==> src/rtl/indexed_list_store_defines.svh <==
// ----------------------------------------------------------------------------
// indexed_list_store assertion macros
// Shared property templates for the indexed list store RTL.
// ----------------------------------------------------------------------------
`ifndef INDEXED_LIST_STORE_DEFINES_SVH
`define INDEXED_LIST_STORE_DEFINES_SVH

// Same-cycle implication, checked outside reset.
`define ILS_ASSERT_NOW(label, ante, cons, msg) \
    label: assert property (@(posedge i_clk) disable iff (!i_rst_n) \
        (ante) |-> (cons)) else $error(msg);

// Next-cycle implication, checked outside reset.
`define ILS_ASSERT_NEXT(label, ante, cons, msg) \
    label: assert property (@(posedge i_clk) disable iff (!i_rst_n) \
        (ante) |=> (cons)) else $error(msg);

`endif

==> src/rtl/ils_pkg.sv <==
// ----------------------------------------------------------------------------
// ils_pkg
// Constants, operation and status codes and item types of the list store.
// ----------------------------------------------------------------------------
`default_nettype none

package ils_pkg;

    localparam int CAPACITY = 64;
    localparam int IDX_W    = $clog2(CAPACITY);

    localparam int KIND_W = 3;
    localparam int POS_W  = 7;
    localparam int VAL_W  = 32;
    localparam int ST_W   = 2;

    localparam logic [KIND_W-1:0] K_GET      = 3'd0;
    localparam logic [KIND_W-1:0] K_INS_HEAD = 3'd1;
    localparam logic [KIND_W-1:0] K_INS_TAIL = 3'd2;
    localparam logic [KIND_W-1:0] K_INS_AT   = 3'd3;
    localparam logic [KIND_W-1:0] K_DEL_AT   = 3'd4;

    localparam logic [ST_W-1:0] ST_DONE  = 2'd0;
    localparam logic [ST_W-1:0] ST_RANGE = 2'd1;
    localparam logic [ST_W-1:0] ST_FULL  = 2'd2;

    typedef struct packed {
        logic [KIND_W-1:0]       kind;
        logic [POS_W-1:0]        position;
        logic signed [VAL_W-1:0] item_value;
    } t_in_item;

    typedef struct packed {
        logic signed [VAL_W-1:0] read_value;
        logic [ST_W-1:0]         status;
        logic [POS_W-1:0]        list_length;
    } t_out_item;

    // Broadcast to every cell of the chain.
    typedef struct packed {
        logic             shift_up;
        logic             shift_down;
        logic [POS_W-1:0] pos;
        logic [VAL_W-1:0] value;
    } t_cell_cmd;

endpackage

`default_nettype wire

==> src/rtl/ils_cell.sv <==
// ----------------------------------------------------------------------------
// ils_cell
// One list entry: shifts from a neighbor, loads a new value or holds.
// ----------------------------------------------------------------------------
`default_nettype none

module ils_cell
    import ils_pkg::*;
(
    input  wire logic             i_clk,
    input  wire logic [IDX_W-1:0] i_index,
    input  wire t_cell_cmd        i_cmd,
    input  wire logic [VAL_W-1:0] i_left,
    input  wire logic [VAL_W-1:0] i_right,
    output logic      [VAL_W-1:0] o_value,
    output logic      [VAL_W-1:0] o_read
);

    logic [VAL_W-1:0] r_val;
    logic [VAL_W-1:0] n_val;
    logic [POS_W-1:0] idx_ext;
    logic             at_pos;
    logic             past_pos;

    assign idx_ext  = POS_W'(i_index);
    assign at_pos   = (idx_ext == i_cmd.pos);
    assign past_pos = (idx_ext > i_cmd.pos);

    always_comb begin
        n_val = r_val;
        priority if (i_cmd.shift_up && at_pos) begin
            n_val = i_cmd.value;
        end else if (i_cmd.shift_up && past_pos) begin
            n_val = i_left;
        end else if (i_cmd.shift_down && (at_pos || past_pos)) begin
            n_val = i_right;
        end else begin
            // hold
            n_val = r_val;
        end
    end

    always_ff @(posedge i_clk) begin
        r_val <= n_val;
    end

    assign o_value = r_val;
    // drive the read bus only from the addressed cell
    assign o_read  = at_pos ? r_val : '0;

endmodule

`default_nettype wire

==> config.mk <==
export PLATFORM = sky130hd
export DESIGN_NAME = ils_cell
export DESIGN_NICKNAME = d
export VERILOG_FILES = /design/src/rtl/indexed_list_store_defines.svh /design/src/rtl/ils_pkg.sv /design/src/rtl/ils_cell.sv
export SDC_FILE = /design/constraint.sdc
export NUM_CORES = 1
export LEC_CHECK = 0
export BUFFER_PORTS_ARGS = -buffer_cell sky130_fd_sc_hd__buf_2
export CORE_UTILIZATION = 38
export CTS_BUF_LIST = sky130_fd_sc_hd__clkbuf_16
export CTS_CLUSTER_DIAMETER = 200
export DETAILED_ROUTE_END_ITERATION = 8
export GPL_ROUTABILITY_DRIVEN = 0
export PLACE_DENSITY_LB_ADDON = 0.15
export SLEW_MARGIN = 30
export SYNTH_ARGS = -nofsm -noshare
export SYNTH_HDL_FRONTEND = slang
export SYNTH_SLANG_ARGS = --single-unit
==> constraint.sdc <==
create_clock -name i_clk -period 4.5 [get_ports i_clk]
set_input_delay 0.9 -clock i_clk [delete_from_list [all_inputs] [get_ports i_clk]]
set_output_delay 0.9 -clock i_clk [all_outputs]
set_load 0.05 [all_outputs]
==> results.ini <==
[power]
p_leak_nw = 1.47
power.total_mw = 1.02
vdd_drop_max_v = 0.000199
powerDensity_mw_per_mm2 = 326

[drt]
first_pass_iters = 4
dr.max_layer_used = met4
route.detailed.drc = 0
met2WireLength_um = 2880
wl_met1_um = 2260
routed_wl_um = 5600
ant_nets = 0
wl_met3_um = 377
drt_iter0_drc = 56
vias = 1971
detail_route.wl_per_cell_um = 13.6
routed_via_density = 4.78

[cells_and_area]
layout.nets = 459
syn_to_final_growth_pct = 55.0
filler_cell_count = 442
final_cell_mix = 175 x buf_2, 32 x nand2b_1, 32 x and2_1, 32 x edfxtp_1, 30 x o221a_1
largest_reg_flops = 32
layout_commonest_cell = buf_2
register_area_um2 = 961
drive_above_1_share_pct = 56.4
final_cell_area_mm2 = 0.00314
multi_input_area_um2 = 985
instances_no_fill = 412
diodes = 0
fin_util_pct = 61.5

[setup_path]
cp_max_fo = 20
crit_path_max_incr_delay_ps = 470
crit_start = i_cmd[36]
cp.arrival_ps = 2730
cp.required_ps = 3600
cp-start-kind = input port
cpLargestDelayFamily = simple AND/OR/NAND/NOR gates
path_buf_inv = 4
crit_top_cell = buf_2
cp_slowest_cell = nor2_2
path_cells = buf_2, inv_1, ha_1, nand4b_1, nor2_2, buf_4, and2_1, buf_2
criticalPathCategory = input port to output port
crit_path_end_kind = output port

[place]
hpwlAfterDp_um = 4380
place_inst = 404
preCtsSetupSlack_ps = 848
io_buffers = 175
dpl-instance-area_mm2 = 0.00298

[global_route]
grt_max_degree = 33
grt_use_total_pct = 19.5
antenna_found_initial = 0
grt_pass1_wl_um = 8020
grt_pass1_vias = 1710
grt_overflow = 0

[hold_path]
holdPathEnd = o_value[8]
worstHoldStart = i_left[8]
holdPathStages = 2
hold_path.class = input port to flip-flop

[yosys]
netlist_instances = 168
syn_area_per_cell_um2 = 12.1
synthesis.nets = 286
synth_seq_cells = 32
yosys_warnings = 0
synth_area_mm2 = 0.00203
yosysSeqAreaShare_pct = 47.4
ys_types = 23

[timing]
fin_crit_sh_pct = 80.7
worstMarginPinSlew_ps = 929
timing.fmax_mhz = 275
rsz0062_at_grt = false
slew_violations = 0
min_period_ps = 3630
finalHoldViolCount = 0
relSlewSlack_pct = 38.0
layout_setup_ws_ps = 868
setup_tns_ps = 0
finalSetupViolations = 0
whs_ps = 962

[clock_network]
clockRootBuffer = clkbuf_16
tritoncts = built
postCtsSetupRepairBufs = 0
cts_htree_levels = 2
clock-sinks = 32
clk_pin_slew_ps = 50
ctsResizeCount = 0
hold_buffers = 0
cts_buffer_depth = 2
numCtsBuffers = 5

[job]
drv_cap = 0

[die]
core_area_mm2 = 0.00511
initial_core_util_pct = 39.7
dieArea_mm2 = 0.00563
die_w_um = 75.0
io_pins = 176
fp.dieH_um = 75.0
std_cell_rows = 26

[run_status]
status = finished, final reports clean

## cells by family (layout without fill, tap and decap cells)
kind of cell	count (synthesis)	after routing	share of synthesized area, %
AOI/OAI and AO/OA	38	38	21.0
adders and majority gates	6	6	3.70
buffers and inverters	19	193	5.19
DFF	32	32	47.4
and+or+nand+nor	73	73	22.7
## worst max path at each step
stage	to	slack, ps	cells past startpoint
CTS	o_read[18]	820	8
finish	o_read[18]	870	8
global placement	o_read[22]	940	8
floorplan	o_value[0]	630	5
global route	o_read[18]	660	8
detailed placement	o_read[14]	850	8
## metal layers
| metal | global-route usage (%) | vias to the layer above |
|---|---|---|
| li1 | - | 984 |
| met1 | 24.3 | 885 |
| met2 | 32.6 | 95 |
| met3 | 5.09 | 7 |
| met4 | 6.71 | 0 |
| met5 | 0 | - |
## final cells by class
class | count | area share [%]
repair buffers | 178 | 29.2
inverters | 7 | 0.836
multi-input cells | 117 | 31.3
clock buffers | 5 | 3.98
clock inverters | 3 | 1.23
well taps | 70 | 2.79
flip-flops and latches | 32 | 30.6
## Yosys cell counts
cell,instances,share of area [%]
a211o_4,1,0.86
a211oi_1,1,0.37
a21o_1,1,0.37
a21oi_1,1,0.25
a31oi_1,1,0.31
a31oi_4,1,1.0
and2_1,32,9.9
buf_4,3,1.1
buf_6,3,1.7
clkbuf_1,6,1.1
edfxtp_1,32,47
ha_1,6,3.7
inv_1,7,1.3
nand2b_1,32,9.9
nand3_1,1,0.25
nand3b_1,1,0.37
nand4b_1,1,0.43
nor2_1,3,0.56
nor3_2,1,0.49
o221a_1,30,17
o221a_2,2,1.1
or2_1,1,0.31
or3_4,1,0.56
## report_power, final
group	total [mW]	leakage [nW]	switching (mW)	internal [mW]
Sequential	0.381	0.297	0.0123	0.369
Combinational	0.270	1.09	0.174	0.0958
Clock	0.372	0.0850	0.115	0.258
(Power assumes the default switching activity.)
